===== src/rtl/tdc_pkg.sv =====
`timescale 1ns / 1ps
// ----------------------------------------------------------------------------
// tdc_pkg: shared types and constants of the time-of-day clock
// Command codes, register indexes, cursor positions, reset values and the
// packed records that carry the clock state and the configuration.
// ----------------------------------------------------------------------------
package tdc_pkg;

  // Command codes carried in an input word
  typedef enum logic [1:0] {
    CMD_TICK   = 2'd0,
    CMD_FORMAT = 2'd1,
    CMD_SET    = 2'd2,
    CMD_IDLE   = 2'd3
  } cmd_t;

  // Configuration register indexes
  localparam int unsigned   CFG_INDEX_W           = 1;
  localparam int unsigned   CFG_DATA_W            = 10;
  localparam logic [CFG_INDEX_W-1:0] REG_TICK_DIVIDE      = 1'b0;
  localparam logic [CFG_INDEX_W-1:0] REG_FORMAT_THRESHOLD = 1'b1;

  // Configuration reset values
  localparam logic [7:0] TICK_DIVIDE_RESET      = 8'd125;
  localparam logic [9:0] FORMAT_THRESHOLD_RESET = 10'd512;

  // Time limits
  localparam logic [5:0] LAST_MINUTE    = 6'd59;
  localparam logic [4:0] LAST_HOUR_24   = 5'd23;
  localparam logic [4:0] LAST_HOUR_12   = 5'd11;
  localparam logic [4:0] HALF_DAY       = 5'd12;
  localparam logic [4:0] HOUR_RESET     = 5'd22;

  // Digit-entry cursor positions
  localparam logic [2:0] CUR_OFF         = 3'd0;
  localparam logic [2:0] CUR_HOUR_TENS   = 3'd1;
  localparam logic [2:0] CUR_HOUR_UNITS  = 3'd2;
  localparam logic [2:0] CUR_MIN_TENS    = 3'd3;
  localparam logic [2:0] CUR_MIN_UNITS   = 3'd4;
  localparam logic [2:0] CUR_SEC_TENS    = 3'd5;
  localparam logic [2:0] CUR_SEC_UNITS   = 3'd6;
  localparam logic [2:0] CUR_COMMIT      = 3'd7;

  typedef struct packed {
    logic [7:0] tick_divide;
    logic [9:0] format_threshold;
  } cfg_t;

  typedef struct packed {
    logic [7:0] prescale_count;
    logic [4:0] hour;
    logic [5:0] minute;
    logic [5:0] second;
    logic       format_24h;
    logic       pm;
    logic [2:0] cursor;
    logic [3:0] tens_digit;
    logic [4:0] staged_hour;
    logic [5:0] staged_minute;
    logic [5:0] staged_second;
  } state_t;

  localparam state_t STATE_RESET = '{
    prescale_count: 8'd0,
    hour:           HOUR_RESET,
    minute:         6'd0,
    second:         6'd0,
    format_24h:     1'b1,
    pm:             1'b0,
    cursor:         CUR_OFF,
    tens_digit:     4'd0,
    staged_hour:    5'd0,
    staged_minute:  6'd0,
    staged_second:  6'd0
  };

endpackage


===== src/rtl/tdc_if.sv =====
`timescale 1ns / 1ps
// ----------------------------------------------------------------------------
// tdc_if: handshake channels of the time-of-day clock
// Input channel carries command words; result channel carries the time.
// ----------------------------------------------------------------------------
interface tdc_item_if;
  logic       valid;
  logic       ready;
  logic [1:0] cmd;
  logic [9:0] adc_value;
  logic [3:0] key_digit;

  modport source (output valid, cmd, adc_value, key_digit, input ready);
  modport sink   (input valid, cmd, adc_value, key_digit, output ready);
endinterface

interface tdc_result_if;
  logic       valid;
  logic       ready;
  logic [4:0] hours;
  logic [5:0] minutes;
  logic [5:0] seconds;
  logic       mode_24h;
  logic [2:0] set_cursor;
  logic       second_pulse;

  modport source (output valid, hours, minutes, seconds, mode_24h, set_cursor,
                  second_pulse, input ready);
  modport sink   (input valid, hours, minutes, seconds, mode_24h, set_cursor,
                  second_pulse, output ready);
endinterface


===== src/rtl/tdc_cfg_regs.sv =====
`timescale 1ns / 1ps
// ----------------------------------------------------------------------------
// tdc_cfg_regs: configuration registers
// Holds the prescaler divide value and the 12/24-hour format threshold.
// ----------------------------------------------------------------------------
module tdc_cfg_regs (
  input  logic                               clk,
  input  logic                               rst,
  input  logic                               cfg_write,
  input  logic [tdc_pkg::CFG_INDEX_W-1:0]    cfg_index,
  input  logic [tdc_pkg::CFG_DATA_W-1:0]     cfg_data,
  output tdc_pkg::cfg_t                      cfg
);

  // Load the addressed register on a write
  always_ff @(posedge clk) begin
    if (rst) begin
      cfg.tick_divide      <= tdc_pkg::TICK_DIVIDE_RESET;
      cfg.format_threshold <= tdc_pkg::FORMAT_THRESHOLD_RESET;
    end else if (cfg_write) begin
      case (cfg_index)
        tdc_pkg::REG_TICK_DIVIDE:      cfg.tick_divide      <= cfg_data[7:0];
        tdc_pkg::REG_FORMAT_THRESHOLD: cfg.format_threshold <= cfg_data[9:0];
        default: ;
      endcase
    end
  end

endmodule


===== src/rtl/tdc_step.sv =====
`timescale 1ns / 1ps
// ----------------------------------------------------------------------------
// tdc_step: next-state logic of the clock
// Works out the state after one command word: prescaler tick, format switch
// or one press of the set button.
// ----------------------------------------------------------------------------
module tdc_step (
  input  tdc_pkg::cfg_t   cfg,
  input  tdc_pkg::state_t cur,
  input  logic [1:0]      cmd,
  input  logic [9:0]      adc_value,
  input  logic [3:0]      key_digit,
  output tdc_pkg::state_t nxt,
  output logic            pulse
);

  logic [8:0] count_inc;
  logic [4:0] last_hour;
  logic       sec_wrap;
  logic [5:0] tick_sec;
  logic [6:0] min_pre;
  logic       min_wrap;
  logic [5:0] tick_min;
  logic [5:0] hour_pre;
  logic       hour_clear;
  logic [5:0] hour_plus;
  logic [2:0] cursor_inc;
  logic [2:0] cursor_new;
  logic [7:0] entered;
  logic [7:0] hour_limit;

  // Seconds, minutes and hours ripple for a second tick
  always_comb begin
    count_inc  = {1'b0, cur.prescale_count} + 9'd1;
    last_hour  = cur.format_24h ? tdc_pkg::LAST_HOUR_24 : tdc_pkg::LAST_HOUR_12;
    sec_wrap   = (cur.second >= tdc_pkg::LAST_MINUTE);
    tick_sec   = sec_wrap ? 6'd0 : cur.second + 6'd1;
    min_pre    = {1'b0, cur.minute} + {6'd0, sec_wrap};
    min_wrap   = (min_pre > {1'b0, tdc_pkg::LAST_MINUTE});
    tick_min   = min_wrap ? 6'd0 : min_pre[5:0];
    hour_pre   = {1'b0, cur.hour} + {5'd0, min_wrap};
    hour_clear = (hour_pre > {1'b0, last_hour});
    hour_plus  = {1'b0, cur.hour} + {1'b0, tdc_pkg::HALF_DAY};
    cursor_inc = cur.cursor + 3'd1;
    cursor_new = (cursor_inc == tdc_pkg::CUR_COMMIT) ? tdc_pkg::CUR_OFF : cursor_inc;
    entered    = {4'd0, cur.tens_digit} * 8'd10 + {4'd0, key_digit};
    hour_limit = {3'd0, last_hour};
  end

  // Apply the command
  always_comb begin
    nxt   = cur;
    pulse = 1'b0;
    case (tdc_pkg::cmd_t'(cmd))
      tdc_pkg::CMD_TICK: begin
        if (count_inc > {1'b0, cfg.tick_divide}) begin
          nxt.prescale_count = 8'd0;
          pulse              = 1'b1;
          if (hour_clear) begin
            nxt.hour   = 5'd0;
            nxt.minute = 6'd0;
            nxt.second = 6'd0;
          end else begin
            nxt.hour   = hour_pre[4:0];
            nxt.minute = tick_min;
            nxt.second = tick_sec;
          end
        end else begin
          nxt.prescale_count = count_inc[7:0];
        end
      end
      tdc_pkg::CMD_FORMAT: begin
        if (adc_value >= cfg.format_threshold) begin
          if (cur.pm) begin
            nxt.hour = (hour_plus > {1'b0, tdc_pkg::LAST_HOUR_24}) ?
                       tdc_pkg::LAST_HOUR_24 : hour_plus[4:0];
            nxt.pm   = 1'b0;
          end
          nxt.format_24h = 1'b1;
        end else begin
          if (cur.hour > tdc_pkg::HALF_DAY) begin
            nxt.hour = cur.hour - tdc_pkg::HALF_DAY;
            nxt.pm   = 1'b1;
          end
          nxt.format_24h = 1'b0;
        end
      end
      tdc_pkg::CMD_SET: begin
        nxt.cursor = cursor_new;
        // Seventh press: commit the staged time
        if (cursor_inc == tdc_pkg::CUR_COMMIT) begin
          nxt.hour   = cur.staged_hour;
          nxt.minute = cur.staged_minute;
          nxt.second = cur.staged_second;
        end
        case (cursor_new)
          tdc_pkg::CUR_HOUR_TENS,
          tdc_pkg::CUR_MIN_TENS,
          tdc_pkg::CUR_SEC_TENS:   nxt.tens_digit = key_digit;
          tdc_pkg::CUR_HOUR_UNITS: nxt.staged_hour =
              (entered > hour_limit) ? last_hour : entered[4:0];
          tdc_pkg::CUR_MIN_UNITS:  nxt.staged_minute =
              (entered > {2'd0, tdc_pkg::LAST_MINUTE}) ? tdc_pkg::LAST_MINUTE : entered[5:0];
          tdc_pkg::CUR_SEC_UNITS:  nxt.staged_second =
              (entered > {2'd0, tdc_pkg::LAST_MINUTE}) ? tdc_pkg::LAST_MINUTE : entered[5:0];
          default: ;
        endcase
      end
      default: ;
    endcase
  end

endmodule


===== src/rtl/time_of_day_clock_with_set_core.sv =====
`timescale 1ns / 1ps
// ----------------------------------------------------------------------------
// time_of_day_clock_with_set_core: hours/minutes/seconds clock with keypad set
// Usage:
//   item   - command words: timer overflow, format sample (ADC reading),
//            set-button press with a keypad digit, or idle.
//   result - one word per command: the time, the 12/24-hour mode, the set
//            cursor and a flag marking a command that advanced the seconds.
//   cfg_*  - write port for tick_divide (index 0) and format_threshold
//            (index 1); write only while no command is in flight.
// A command is registered in the input register on acceptance, and its result
// is registered in the result register once that register is free.
// One command per cycle is taken while the receiver does not stall; the clock
// state register closes the only loop. Reset sets the time to 22:00:00 in
// 24-hour mode, clears the prescaler and cursor and restores the register
// defaults. When the receiver stalls, the result register holds its word and
// the input register fills, after which item.ready drops until the result is
// taken.
// ----------------------------------------------------------------------------
module time_of_day_clock_with_set_core (
  input  logic                            clk,
  input  logic                            rst,
  tdc_item_if.sink                        item,
  tdc_result_if.source                    result,
  input  logic                            cfg_write,
  input  logic [tdc_pkg::CFG_INDEX_W-1:0] cfg_index,
  input  logic [tdc_pkg::CFG_DATA_W-1:0]  cfg_data
);

  tdc_pkg::cfg_t   cfg;
  tdc_pkg::state_t st;
  tdc_pkg::state_t st_next;
  logic            pulse_next;

  logic            in_valid;
  logic [1:0]      in_cmd;
  logic [9:0]      in_adc_value;
  logic [3:0]      in_key_digit;

  logic            out_valid;
  logic [4:0]      out_hours;
  logic [5:0]      out_minutes;
  logic [5:0]      out_seconds;
  logic            out_mode_24h;
  logic [2:0]      out_set_cursor;
  logic            out_second_pulse;

  logic            out_free;
  logic            advance;

  tdc_cfg_regs u_cfg (
    .clk       (clk),
    .rst       (rst),
    .cfg_write (cfg_write),
    .cfg_index (cfg_index),
    .cfg_data  (cfg_data),
    .cfg       (cfg)
  );

  tdc_step u_step (
    .cfg       (cfg),
    .cur       (st),
    .cmd       (in_cmd),
    .adc_value (in_adc_value),
    .key_digit (in_key_digit),
    .nxt       (st_next),
    .pulse     (pulse_next)
  );

  // Handshake: move the input word on when the result register is free
  assign out_free   = !out_valid || result.ready;
  assign advance    = in_valid && out_free;
  assign item.ready = !in_valid || out_free;

  // Input register
  always_ff @(posedge clk) begin
    if (rst) begin
      in_valid <= 1'b0;
    end else if (item.valid && item.ready) begin
      in_valid <= 1'b1;
    end else if (advance) begin
      in_valid <= 1'b0;
    end
  end

  always_ff @(posedge clk) begin
    if (item.valid && item.ready) begin
      in_cmd       <= item.cmd;
      in_adc_value <= item.adc_value;
      in_key_digit <= item.key_digit;
    end
  end

  // Clock state: advance with each word that passes to the result register
  always_ff @(posedge clk) begin
    if (rst) begin
      st <= tdc_pkg::STATE_RESET;
    end else if (advance) begin
      st <= st_next;
    end
  end

  // Result register
  always_ff @(posedge clk) begin
    if (rst) begin
      out_valid <= 1'b0;
    end else if (advance) begin
      out_valid <= 1'b1;
    end else if (result.ready) begin
      out_valid <= 1'b0;
    end
  end

  always_ff @(posedge clk) begin
    if (advance) begin
      out_hours        <= st_next.hour;
      out_minutes      <= st_next.minute;
      out_seconds      <= st_next.second;
      out_mode_24h     <= st_next.format_24h;
      out_set_cursor   <= st_next.cursor;
      out_second_pulse <= pulse_next;
    end
  end

  assign result.valid        = out_valid;
  assign result.hours        = out_hours;
  assign result.minutes      = out_minutes;
  assign result.seconds      = out_seconds;
  assign result.mode_24h     = out_mode_24h;
  assign result.set_cursor   = out_set_cursor;
  assign result.second_pulse = out_second_pulse;

  // Checks
  a_advance_gives_result: assert property (@(posedge clk) disable iff (rst)
    advance |=> out_valid)
    else $error("word advanced but no result word followed");

  a_pulse_clears_prescaler: assert property (@(posedge clk) disable iff (rst)
    $past(advance) && out_second_pulse |-> st.prescale_count == 8'd0)
    else $error("second advanced without clearing the prescaler");

  a_cursor_range: assert property (@(posedge clk) disable iff (rst)
    st.cursor != tdc_pkg::CUR_COMMIT)
    else $error("set cursor left on the commit position");

  a_time_range: assert property (@(posedge clk) disable iff (rst)
    st.hour <= tdc_pkg::LAST_HOUR_24 && st.minute <= tdc_pkg::LAST_MINUTE &&
    st.second <= tdc_pkg::LAST_MINUTE)
    else $error("time out of range");

  a_empty_input_ready: assert property (@(posedge clk) disable iff (rst)
    !in_valid |-> item.ready)
    else $error("input register empty but not ready");

endmodule


===== src/flat_wrapper.sv =====
// flat-port wrapper written by rule: the top's interface ports become plain ports
module time_of_day_clock_with_set_core_flat 
  (clk, rst, cfg_write, cfg_index, cfg_data, item_valid, item_cmd, item_adc_value, item_key_digit, item_ready, result_valid, result_hours, result_minutes, result_seconds, result_mode_24h, result_set_cursor, result_second_pulse, result_ready);
  tdc_item_if item_i ();
  tdc_result_if result_i ();
  input  logic clk;
  input  logic rst;
  input  logic cfg_write;
  input  logic [tdc_pkg::CFG_INDEX_W-1:0] cfg_index;
  input  logic [tdc_pkg::CFG_DATA_W-1:0] cfg_data;
  input wire logic [$bits(item_i.valid)-1:0] item_valid;
  input wire logic [$bits(item_i.cmd)-1:0] item_cmd;
  input wire logic [$bits(item_i.adc_value)-1:0] item_adc_value;
  input wire logic [$bits(item_i.key_digit)-1:0] item_key_digit;
  output wire logic [$bits(item_i.ready)-1:0] item_ready;
  output wire logic [$bits(result_i.valid)-1:0] result_valid;
  output wire logic [$bits(result_i.hours)-1:0] result_hours;
  output wire logic [$bits(result_i.minutes)-1:0] result_minutes;
  output wire logic [$bits(result_i.seconds)-1:0] result_seconds;
  output wire logic [$bits(result_i.mode_24h)-1:0] result_mode_24h;
  output wire logic [$bits(result_i.set_cursor)-1:0] result_set_cursor;
  output wire logic [$bits(result_i.second_pulse)-1:0] result_second_pulse;
  input wire logic [$bits(result_i.ready)-1:0] result_ready;
  assign item_i.valid = item_valid;
  assign item_i.cmd = item_cmd;
  assign item_i.adc_value = item_adc_value;
  assign item_i.key_digit = item_key_digit;
  assign item_ready = item_i.ready;
  assign result_valid = result_i.valid;
  assign result_hours = result_i.hours;
  assign result_minutes = result_i.minutes;
  assign result_seconds = result_i.seconds;
  assign result_mode_24h = result_i.mode_24h;
  assign result_set_cursor = result_i.set_cursor;
  assign result_second_pulse = result_i.second_pulse;
  assign result_i.ready = result_ready;
  time_of_day_clock_with_set_core u_core (.clk(clk), .rst(rst), .item(item_i), .result(result_i), .cfg_write(cfg_write), .cfg_index(cfg_index), .cfg_data(cfg_data));
endmodule

===== config.mk =====
export PLATFORM = sky130hd
export DESIGN_NAME = time_of_day_clock_with_set_core_flat
export DESIGN_NICKNAME = d
export VERILOG_FILES = /design/src/rtl/tdc_pkg.sv /design/src/rtl/tdc_if.sv /design/src/rtl/tdc_cfg_regs.sv /design/src/rtl/tdc_step.sv /design/src/rtl/time_of_day_clock_with_set_core.sv /design/src/flat_wrapper.sv
export SDC_FILE = /design/constraint.sdc
export NUM_CORES = 1
export LEC_CHECK = 0
export ABC_AREA = 1
export BUFFER_PORTS_ARGS = -buffer_cell sky130_fd_sc_hd__buf_2
export CORE_UTILIZATION = 35
export CTS_BUF_LIST = sky130_fd_sc_hd__clkbuf_16
export CTS_CLUSTER_SIZE = 40
export DETAILED_ROUTE_END_ITERATION = 6
export GPL_TIMING_DRIVEN = 0
export PLACE_DENSITY_LB_ADDON = 0.05
export SLEW_MARGIN = 10
export SYNTH_ARGS = -nofsm -noshare
export SYNTH_HDL_FRONTEND = slang
export SYNTH_HIERARCHICAL = 1
export SYNTH_SLANG_ARGS = --single-unit

===== constraint.sdc =====
create_clock -name clk -period 7 [get_ports clk]
set_clock_uncertainty 0.1 [all_clocks]
set_input_delay 1.05 -clock clk [delete_from_list [all_inputs] [get_ports clk]]
set_output_delay 1.05 -clock clk [all_outputs]
set_load 0.05 [all_outputs]

Word-level counts from Yosys, hierarchy flattened

Index checks and enable logic that the tools add are counted.

Output and inout port bits: 24
Bits in latches: 0
Memory bits (writable): 0
Memory bits (read-only): 0
Memories kept: 0
Register bits: 109
Word-level logic and storage cells: 100

Add/subtract/negate cells: 8
Multiplexer cells: 29
Divide/modulo/power cells: 0
Bitwise logic cells: 1
Reductions and logical operators: 19
Multiply operators: 1
Equality and inequality tests: 9
$lt $le $gt $ge: 9
Shift operators: 0

Operator list:

| operator              | count |
|---|---|
| $mux W17              | 3 |
| $mux W5               | 7 |
| $mux W6               | 5 |
| $mux W24              | 1 |
| $pmux W12 S2          | 1 |
| $pmux W5 S3           | 1 |
| $reduce_and A3 Y1     | 5 |
| $eq A3 B3 Y1 const B  | 4 |
| $ge A10 B10 Y1        | 1 |
| $add A8 B1 Y9 const B | 1 |
| $gt A9 B8 Y1          | 1 |
| $add A8 B4 Y8         | 1 |
| $gt A8 B5 Y1          | 1 |
| $gt A8 B6 Y1 const B  | 1 |
| $mux W8               | 1 |
| $add A6 B1 Y7         | 1 |
| $gt A7 B6 Y1 const B  | 1 |
| $mul A4 B3 Y7 const B | 1 |
| $add A5 B1 Y6         | 1 |
| $add A5 B4 Y6 const B | 1 |
| $add A6 B1 Y6 const B | 1 |
| $eq A3 B2 Y1 const B  | 2 |
| $ge A6 B6 Y1 const B  | 1 |
| $gt A6 B5 Y1          | 1 |
| 19 further kinds      | 32 |

Longest topological paths before layout

Gate-level depths: netlist of run 1.

Depth after elaboration: 8
Depth in mapped cells: 31
Mapped depth without buffers: 30

By module

Netlist of run 1, hierarchy kept.

Modules (own cells, without submodules):

| module                          | cells an instance | times used | area an instance (um2) | seq. area each (um2) |
|---|---|---|---|---|
| time_of_day_clock_with_set_core | 375               | 1          | 3433.3                 | 2202.1 |
| tdc_step                        | 598               | 1          | 3081.7                 | 0.0 |
| tdc_cfg_regs                    | 86                | 1          | 674.4                  | 360.3 |

Worst setup path before layout of run 1

OpenSTA, ideal clock, no wires.

Path type: register to register
From: register u_core/st[27] (netlist bit)
To: register u_core/st[35] (netlist bit)
Data required time: 6836 ps
Stages on the path, launching flop included: 31
Arrival time: 3777 ps
Setup time: 64 ps
Clock period less this slack: 3941 ps
Slack: 3059 ps
Cell sequence: dfxtp_1 -> ha_1 -> nor2_1 -> nor3_1 -> ha_1 -> nand2_1 -> inv_1 -> nand3_1 -> nand2_1 -> nand2_1 -> nand3_1 -> nand2_1 -> ha_1 -> ha_1 -> o21ai_0 -> inv_1 -> ha_1 -> a21oi_1 -> nand2_1 -> nand2_1 -> nand2_1 -> inv_1 -> buf_2 -> nand3_1 -> o21ai_0 -> nand3_1 -> nand2_1 -> inv_1 -> nand3_1 -> nand2_1 -> nor2_1

RTL lines:

| item                     | RTL line                              | RTL |
|---|---|---|
| start: declaration       | time_of_day_clock_with_set_core.sv:31 | `tdc_pkg::state_t st;` |
| start signal: assignment | time_of_day_clock_with_set_core.sv:97 | `st <= tdc_pkg::STATE_RESET;` |
| start signal: assignment | time_of_day_clock_with_set_core.sv:99 | `st <= st_next;` |

==> qor.yml, run 1 <==
clock_network:
  hold_buffers: 0
  cts_tree: "yes"
  clock_latency_ns: 0.36
  cts_sinks: 109
  cts-root-buf: "clkbuf_16"
  clock_path_buffers: 2
  h-tree-depth: 3
  ctsResizeCount: 0
  cts_buffers: 9
  clkTransAtPathRegs_ns: 0.08
  cts_setup_buffers: 0
synthesis:
  yosys_warnings: 6
  yosysSeqAreaShare_pct: 35.6
  yosys-top-cells-area: "dfxtp_1 (20%), edfxtp_1 (16%), nand2_1 (14%)"
  synth.top_cell.area_share_pct: 19.8
  synthArstFlopShare_pct: 0
  synth_edf_count: 38
  yosysUniqueCellTypes: 44
  syn_nets: 1137
  synthCells: 1059
  yosysTopAreaCell: "dfxtp_1"
  synth-seq-cells: 109
  avgSynthCellArea_um2: 6.79
  ys_dominant_reg_cell: "dfxtp_1"
  syn-cell-area_um2: 7190
floorplan:
  io_pins: 56
  die_y_um: 145
  floorplan.initialDensity_pct: 35.6
  die_area_um2: 21100
  rows: 52
  core_area_um2: 20200
  die_x_um: 145
sta:
  hold_violations: 0
  fin_setup_tns_ns: 0
  setup_ws_ns: 1.90
  rsz0062_at_grt: "false"
  setup_violations: 0
  relSlewSlack_pct: 31.2
  slew_violations: 0
  tightest_slew_ns: 1.03
  max_freq_ghz: 0.196
  fin_hold_ws_ns: 0.359
  finalCritPeriodShare_pct: 72.8
  fin_crit_ns: 5.10
cells_and_area:
  multi_input_area_um2: 3820
  register_area_um2: 2560
  diodes: 0
  layout-drive-gt1-share_pct: 11.9
  layout_common_cells: "nand2_1 (261), inv_1 (141), nand3_1 (139)"
  areaGrowthSynthToFinish_pct: 13.0
  fillers: 2213
  final_util_pct: 40.3
  nets: 1203
  layout_commonest_cell: "nand2_1"
  final_cells: 1400
global_routing:
  grt_pass1_vias: 6201
  grt_usage_pct: 20.6
  overflow: 0
  grt_max_degree: 23
  antenna_found_initial: 0
  grt_pass1_wl_um: 33900
power:
  irDropWorstVdd_mv: 0.116
  p_per_area_nw_per_um2: 207
  p_leak_nw: 3.97
worst_setup_path:
  crit_top_cell: "nand2_1"
  critPathMaxStageDelay_ns: 0.53
  r2r-end: "u_core/st[37]$_SDFFE_PP0P_"
  r2r-start: "u_core/st[27]$_SDFFE_PP0P_"
  crit_path_max_fanout: 10
  reg2regPathDepth: 30
  regToRegSetupSlack_ns: 1.90
  startpoint_type: "flip-flop"
  criticalPathCategory: "flip-flop to flip-flop"
  arrival_ns: 5.30
  slowest_stage: "nor3_1"
  crit_path_end_kind: "flip-flop"
  worstPathRequired_ns: 7.20
worst_hold_path:
  hp-class: "flip-flop to flip-flop"
  min_from: "u_core/st[42]$_SDFFE_PP1P_"
  whs_endpoint: "u_core/st[42]$_SDFFE_PP1P_"
  hold_path_depth: 2
detailed_routing:
  first_iter_violations: 341
  vias: 6721
  drt_wl_total_um: 20900
  ant_nets: 0
  wl_per_cell_um: 15.0
  drt_first_pass_iters: 5
  drc: 0
  vias_per_cell: 4.80
place:
  place_inst: 1384
  post-place-ws_ns: 2.04
  port_buffers: 55
  routabilityCongestion: 0.852
  hpwl_um: 15800
status:
  outcome: "finished clean"
job:
  maxCapViolCount: 0
==> kinds of logic after synthesis <==
family | synth area share (%)
AOI/OAI and AO/OA | 10.3
xor gates and xnor gates | 1.34
adders and majority gates | 8.21
buffers and inverters | 11.3
DFF | 35.6
and+or+nand+nor | 33.2
==> worst max-delay path: cells and delay by family, from the launching register on <==
family	cells	cell delay, ns
AOI/OAI and AO/OA	3	0.39
and+or+nand+nor	18	2.20
adders and majority gates	5	1.30
DFF	1	0.44
buffers and inverters	4	0.63
==> cell type report <==
cell class / count / share of cell area (%)
clock buffers: 10 / 3.08
flip-flops and latches: 109 / 31.6
well taps: 270 / 4.16
clock inverters: 6 / 0.847
repair buffers: 55 / 3.39
plain buffers: 42 / 2.85
inverters: 154 / 7.13
multi-input cells: 754 / 47.0
==> how the worst max path moves through the flow <==
stage,start,depth (start not counted),endpoint
2_1_floorplan,u_core/st[27]$_SDFFE_PP0P_,30,u_core/st[35]$_SDFFE_PP0P_
3_3_place_gp,u_core/st[27]$_SDFFE_PP0P_,30,u_core/st[37]$_SDFFE_PP0P_
3_5_place_dp,u_core/st[27]$_SDFFE_PP0P_,30,u_core/st[37]$_SDFFE_PP0P_
4_1_cts,u_core/st[27]$_SDFFE_PP0P_,30,u_core/st[37]$_SDFFE_PP0P_
5_1_grt,u_core/st[27]$_SDFFE_PP0P_,30,u_core/st[37]$_SDFFE_PP0P_
6_report,u_core/st[27]$_SDFFE_PP0P_,30,u_core/st[37]$_SDFFE_PP0P_
==> cell usage after synthesis (2+ instances only) <==
cell type and number:
or2_1 2, nand2_1 261, nand2_2 8, inv_1 140, buf_2 25, or2_2 3, edfxtp_1 38, a21o_1 2
nand3_1 139, o21bai_1 3, clkbuf_1 9, a211oi_1 4, a22oi_1 4, a21oi_1 73, fa_1 2, o21ai_0 27
nand3b_1 2, inv_2 12, buf_4 3, nor3_1 3, nor2_1 121, xor2_1 10, o21ai_1 13, and2_1 2
a31oi_1 4, ha_1 44, buf_6 4, dfxtp_1 71, nand4_1 14, nor2_2 2
==> power by group <==
group | switching [mW] | leakage [nW] | internal, mW
Combinational | 0.258 | 2.87 | 0.128
Clock | 0.253 | 0.154 | 0.302
Sequential | 0.0366 | 0.950 | 0.700
Total | 0.548 | 3.97 | 1.13
==> layer usage <==
metal	vias to the layer above	wire, um	global-route usage, %
met5	-	0	0
met4	0	507	7.37
met3	31	776	2.55
met2	135	8980	31.7
met1	3015	10700	29.5
li1	3540	-	-
==> metrics by stage <==
stage               area, um^2  power [mW]
global route              8120        1.78
detailed placement        7800        1.14
floorplan                 7190        1.03
CTS                       8120        1.70
finish                    8120        1.68
global placement          7800        1.13
==> sequential cells by signal (all words and copies together) (netlist names) <==
name / cells
u_core/result.minutes: 6
u_core/result.mode_24h: 1
u_core/u_cfg/cfg: 18
u_core/result.set_cursor: 3
u_core/result.second_pulse: 1
u_core/in_key_digit: 4
u_core/result.valid: 1
u_core/result.hours: 5
u_core/in_adc_value: 10
u_core/in_valid: 1
u_core/in_cmd: 2
u_core/result.seconds: 6
u_core/st: 51
Power figures use the tool's default switching activity.
==> run 2: changes to the inputs <==
==> constraint.sdc (replaced) <==
create_clock -name clk -period 4.1 [get_ports clk]
set_clock_uncertainty 0.1 [all_clocks]
set_input_delay 0.615 -clock clk [delete_from_list [all_inputs] [get_ports clk]]
set_output_delay 0.615 -clock clk [all_outputs]
set_load 0.05 [all_outputs]
==> run 2 against run 1 <==
Against the previous run:
- count of clock-buffer cells in the layout unchanged
- combinational power rose by 75%
- first-iteration DRC count grew 7.6%
- setup slack lost 1.7 ns
- non-clock buffer count rose by 4
- hold slack got worse by 0.040 ns
- sequential cell count stayed put
- final area is 1.9% higher
- global-route usage grew 0.088 points
- wire length grew 0.93%
- die area unchanged
- sequential power is 71% higher
- critical endpoint is now u_core/st[35]$_SDFFE_PP0P_
- highest routed layer unchanged
==> qor.yml, run 2 (same netlist as run 1, synthesis figures left out) <==
status:
  outcome: "finished clean"
worst_setup_path:
  crit_buf_inv: 5  # +1
  crit_family: "simple AND/OR/NAND/NOR gates"
  criticalPathCategory: "flip-flop to flip-flop"
  worstPathRequired_ns: 4.30  # -2.90 ns
  crit_top_cell: "nand2_1"
  crit_path_max_fanout: 10  # unchanged
  startpoint_type: "flip-flop"
  arrival_ns: 4.07  # -1.23 ns
  slowest_stage: "dfxtp_4"
  critPathMaxStageDelay_ns: 0.38  # -0.15 ns
  crit_path_end_kind: "flip-flop"
detailed_routing:
  first_iter_violations: 367  # +7.6%
  vias: 6801  # +1.2%
  ant_nets: 0  # unchanged
  drt_wl_total_um: 21100  # +0.93%
  drc: 0  # unchanged
  wl_per_cell_um: 15.0  # +0.64%
  drt_first_pass_iters: 5  # unchanged
  vias_per_cell: 4.84  # +0.90%
clock_network:
  h-tree-depth: 3  # unchanged
  cts_tree: "yes"
  cts_sinks: 109  # unchanged
  clock_path_buffers: 2  # unchanged
  clock_latency_ns: 0.36  # about the same
  hold_buffers: 0  # unchanged
  cts_buffers: 9  # unchanged
  clkTransAtPathRegs_ns: 0.08  # about the same
  cts-root-buf: "clkbuf_16"
floorplan:
  floorplan.initialDensity_pct: 35.6  # unchanged
  io_pins: 56  # unchanged
  rows: 52  # unchanged
  die_x_um: 145  # unchanged
  die_area_um2: 21100  # unchanged
  die_y_um: 145  # unchanged
  core_area_um2: 20200  # unchanged
sta:
  fin_crit_ns: 3.87  # -1.23 ns
  relSlewSlack_pct: 31.9  # +0.69 points
  setup_violations: 0  # unchanged
  max_freq_ghz: 0.258  # +32%
  slew_violations: 0  # unchanged
  rsz0062_at_grt: "false"
  tightest_slew_ns: 1.02  # -0.0103 ns
  finalCritPeriodShare_pct: 94.4  # +22 points
  hold_violations: 0  # unchanged
  fin_hold_ws_ns: 0.319  # -0.0400 ns
job:
  maxCapViolCount: 0  # unchanged
cells_and_area:
  top_register: "u_core/st"
  layout_commonest_cell: "nand2_1"
  layout_common_cells: "nand2_1 (254), inv_1 (140), nand3_1 (136)"
  nets: 1207  # +0.33%
  diodes: 0  # unchanged
  biggestRegsByFlops: "u_core/st: 51 flops, u_core/u_cfg/cfg: 18 flops, u_core/in_adc_value: 10 flops"
  largest_reg_flops: 51  # unchanged
  final_area_um2: 8280  # +1.9%
  layout-drive-gt1-share_pct: 14.3  # +2.4 points
  areaGrowthSynthToFinish_pct: 15.1
  fillers: 2204  # -0.41%
place:
  port_buffers: 55  # unchanged
  hpwl_um: 15800  # unchanged
  place_area_um2: 7800  # unchanged
  routabilityCongestion: 0.852  # unchanged
global_routing:
  use_met2_pct: 31.9  # +0.24 points
  antenna_found_initial: 0  # unchanged
  met1_usage_pct: 29.6  # +0.059 points
  top_usage_layer: "met2"
  use_met3_pct: 2.55  # unchanged
  overflow: 0  # unchanged
  grt_pass1_wl_um: 34000  # +0.35%
  grt_usage_pct: 20.7  # +0.088 points
  grt_max_degree: 23  # unchanged
  grt_pass1_vias: 6220  # +0.31%
power:
  p_per_area_nw_per_um2: 349  # +69%
  p_leak_nw: 4.01  # +0.98%
  irDropWorstVdd_mv: 0.195  # +69%
worst_hold_path:
  hp-class: "input pin to flip-flop"
run 2: layout make-up:
class	count	area (um^2)	share of cell area, %
well taps	270	338	4.08
clock inverters	6	68.8	0.831
repair buffers	59	305	3.69
clock buffers	10	250	3.02
inverters	154	582	7.03
plain buffers	42	241	2.92
flip-flops and latches	109	2570	31.1
multi-input cells	754	3920	47.4
run 2: worst paths after layout:
path                                   start                          endpoint  slack [ns]  depth (start not counted)
hold reg to reg   u_core/st[42]$_SDFFE_PP1P_        u_core/st[42]$_SDFFE_PP1P_        0.36                          2
setup / recovery  u_core/st[27]$_SDFFE_PP0P_        u_core/st[35]$_SDFFE_PP0P_        0.23                         31
hold / removal             item_adc_value[7]  u_core/in_adc_value[7]$_DFFE_PP_        0.32                          1
setup reg to reg  u_core/st[27]$_SDFFE_PP0P_        u_core/st[35]$_SDFFE_PP0P_        0.23                         31
run 2: what timing repair did:
item,in CTS,in global routing
setup buffers,2,2
setup endpoints to repair,34,31
resized for setup,21,15
pin swaps,5,6
run 2: worst register-to-register path: cells and delay by family (launching register included):
family	cells	cell delay, ns
DFF	1	0.38
and+or+nand+nor	18	1.51
buffers and inverters	5	0.48
AOI/OAI and AO/OA	3	0.36
adders and majority gates	5	0.99
run 2: power breakdown:
part	switching, mW	internal [mW]	total, mW
Sequential	0.0641	1.20	1.26
Clock	0.433	0.516	0.949
Combinational	0.448	0.229	0.676
Total	0.945	1.94	2.89
run 2: metal layers:
layer | share of wire [%] | routed length [um] | vias to the layer above
met4 | 2.4 | 498 | 0
met1 | 51 | 10800 | 3101
met5 | 0 | 0 | -
li1 | - | - | 3550
met2 | 43 | 9190 | 121
met3 | 3.2 | 673 | 29
run 2: stage by stage:
| stage | power, mW | std cells | setup slack [ns] | setup TNS (ns) | util, % |
|---|---|---|---|---|---|
| after global routing | 3.05 | 1404 | 0.00256 | 0 | 41.0 |
| after CTS | 2.91 | 1402 | 0.00334 | 0 | 40.7 |
| after global placement | 1.94 | 1384 | -0.889 | -19.57 | 38.7 |
| after floorplan | 1.75 | 1059 | 0.159 | 0 | - |
| final | 2.89 | 1404 | 0.231 | 0 | 41.0 |
| after detailed placement | 1.94 | 1384 | -0.862 | -18.31 | 38.7 |
==> run 3: changes to the inputs <==
==> constraint.sdc (replaced) <==
create_clock -name clk -period 5 [get_ports clk]
set_clock_uncertainty 0.1 [all_clocks]
set_input_delay 0.75 -clock clk [delete_from_list [all_inputs] [get_ports clk]]
set_output_delay 0.75 -clock clk [all_outputs]
set_load 0.05 [all_outputs]
==> run 3 against run 2 <==
Against the previous run:
- total power fell by 18%
- die area stayed put
- sequential cell count unchanged
- core utilization decreased by 0.65 points
- first-iteration DRC count down 4.6%
- setup slack better by 0.21 ns
- final area decreased by 1.6%
- hold slack improved by 0.040 ns
- critical path type unchanged
- critical endpoint is now u_core/st[37]$_SDFFE_PP0P_
- highest routed layer unchanged
==> qor.yml, run 3 (same netlist as run 1, synthesis figures left out) <==
cells_and_area:
  largest_reg_flops: 51  # unchanged
  final_util_pct: 40.4  # -0.65 points
  diodes: 0  # unchanged
  fillers: 2212  # +0.36%
  layout_common_cells: "nand2_1 (260), inv_1 (140), nand3_1 (139)"
  multi_input_area_um2: 3830  # -2.3%
  nets: 1204  # -0.25%
  biggestRegsByFlops: "u_core/st: 51 flops, u_core/u_cfg/cfg: 18 flops, u_core/in_adc_value: 10 flops"
  layout-drive-gt1-share_pct: 12.3  # -2.0 points
  layout_commonest_cell: "nand2_1"
  top_register: "u_core/st"
  areaGrowthSynthToFinish_pct: 13.3
  register_area_um2: 2560  # -0.34%
global_routing:
  overflow: 0  # unchanged
  grt_usage_pct: 20.5  # -0.12 points
  grt_pass1_wl_um: 33800  # -0.51%
  antenna_found_initial: 0  # unchanged
  grt_pass1_vias: 6201  # -0.31%
  grt_max_degree: 23  # unchanged
floorplan:
  die_y_um: 145  # unchanged
  core_area_um2: 20200  # unchanged
  die_area_um2: 21100  # unchanged
  io_pins: 56  # unchanged
  floorplan.initialDensity_pct: 35.6  # unchanged
  rows: 52  # unchanged
  die_x_um: 145  # unchanged
power:
  p_per_area_nw_per_um2: 289  # -17%
  power_mw: 2.35  # -18%
  irDropWorstVdd_mv: 0.162  # -17%
  p_leak_nw: 3.99  # -0.50%
sta:
  setup_violations: 0  # unchanged
  slew_violations: 0  # unchanged
  fin_hold_ws_ns: 0.359  # +0.0400 ns
  fin_crit_ns: 4.55  # +0.685 ns
  fin_setup_tns_ns: 0  # unchanged
  tightest_slew_ns: 1.02  # -0.00263 ns
  rsz0062_at_grt: "false"
  hold_violations: 0  # unchanged
  relSlewSlack_pct: 32.1  # +0.18 points
  setup_ws_ns: 0.445  # +0.215 ns
  max_freq_ghz: 0.220  # -15%
  finalCritPeriodShare_pct: 91.1  # -3.3 points
detailed_routing:
  drc: 0  # unchanged
  wl_per_cell_um: 15.0  # -0.36%
  ant_nets: 0  # unchanged
  drt_first_pass_iters: 5  # unchanged
  drt_wl_total_um: 21000  # -0.57%
  first_iter_violations: 350  # -4.6%
  vias: 6763  # -0.56%
  vias_per_cell: 4.83  # -0.35%
status:
  outcome: "finished clean"
clock_network:
  cts_buffers: 9  # unchanged
  cts_tree: "yes"
  cts_sinks: 109  # unchanged
  clkTransAtPathRegs_ns: 0.08  # about the same
  clock_latency_ns: 0.36  # about the same
  clock_path_buffers: 2  # unchanged
  cts-root-buf: "clkbuf_16"
  h-tree-depth: 3  # unchanged
worst_setup_path:
  crit_path_max_fanout: 10  # unchanged
  arrival_ns: 4.76  # +0.69 ns
  slowest_stage: "dfxtp_1"
  startpoint_type: "flip-flop"
  crit_path_end_kind: "flip-flop"
  criticalPathCategory: "flip-flop to flip-flop"
  worstPathRequired_ns: 5.20  # +0.90 ns
  crit_top_cell: "nand2_1"
  critPathMaxStageDelay_ns: 0.43  # +0.05 ns
worst_hold_path:
  hp-class: "flip-flop to flip-flop"
place:
  port_buffers: 55  # unchanged
  post-place-ws_ns: 0.0376  # +0.900 ns
  routabilityCongestion: 0.852  # unchanged
  hpwl_um: 15800  # unchanged
job:
  maxCapViolCount: 0  # unchanged
[run 3: cell type report]
cell class | count | area share (%)
Multi-Input combinational cell | 754 | 47.0
Sequential cell | 109 | 31.5
Inverter | 154 | 7.11
Tap cell | 270 | 4.15
Timing Repair Buffer | 56 | 3.47
Clock buffer | 10 | 3.07
Buffer | 42 | 2.87
Clock inverter | 6 | 0.845
[run 3: final timing paths]
path | start | endpoint | slack [ns] | depth (start not counted)
worst max-delay path | u_core/st[26]$_SDFFE_PP0P_ | u_core/st[37]$_SDFFE_PP0P_ | 0.45 | 30
worst min-delay path | u_core/st[42]$_SDFFE_PP1P_ | u_core/st[42]$_SDFFE_PP1P_ | 0.36 | 2
worst max register to register | u_core/st[26]$_SDFFE_PP0P_ | u_core/st[37]$_SDFFE_PP0P_ | 0.45 | 30
worst min register to register | u_core/st[42]$_SDFFE_PP1P_ | u_core/st[42]$_SDFFE_PP1P_ | 0.36 | 2
[run 3: metrics by stage]
stage,instance area [um^2],cells
CTS,8130,1400
detailed placement,7800,1384
global placement,7800,1384
floorplan,7190,1059
finish,8150,1401
global route,8150,1401
[run 3: what timing repair did]
item | 4_1_cts | 5_1_grt
endpoints found under the setup margin | 1 | 17
pin swaps | 0 | 1
hold buffers | 0 | 0
setup buffers | 0 | 1
gates resized for setup | 1 | 5
[run 3: critical path: cells and delay by family (launching register included)]
family | cells | cell delay [ns]
adders and majority gates | 5 | 1.19
and+or+nand+nor | 18 | 1.87
DFF | 1 | 0.43
buffers and inverters | 4 | 0.52
AOI/OAI and AO/OA | 3 | 0.39
[run 3: report_power, final]
group          total [mW]  switching [mW]  internal [mW]
sequential           1.03          0.0514          0.981
clock               0.779           0.355          0.423
combinational       0.542           0.362          0.181
[run 3: per-layer routing]
| metal | share of wire, % | vias to the layer above | global-route usage, % | wire length (um) |
|---|---|---|---|---|
| met5 | 0 | - | 0 | 0 |
| met4 | 2.4 | 0 | 7.37 | 501 |
| met3 | 3.6 | 31 | 2.55 | 760 |
| met2 | 43 | 134 | 31.7 | 9050 |
| met1 | 51 | 3054 | 29.4 | 10700 |
| li1 | - | 3544 | - | - |
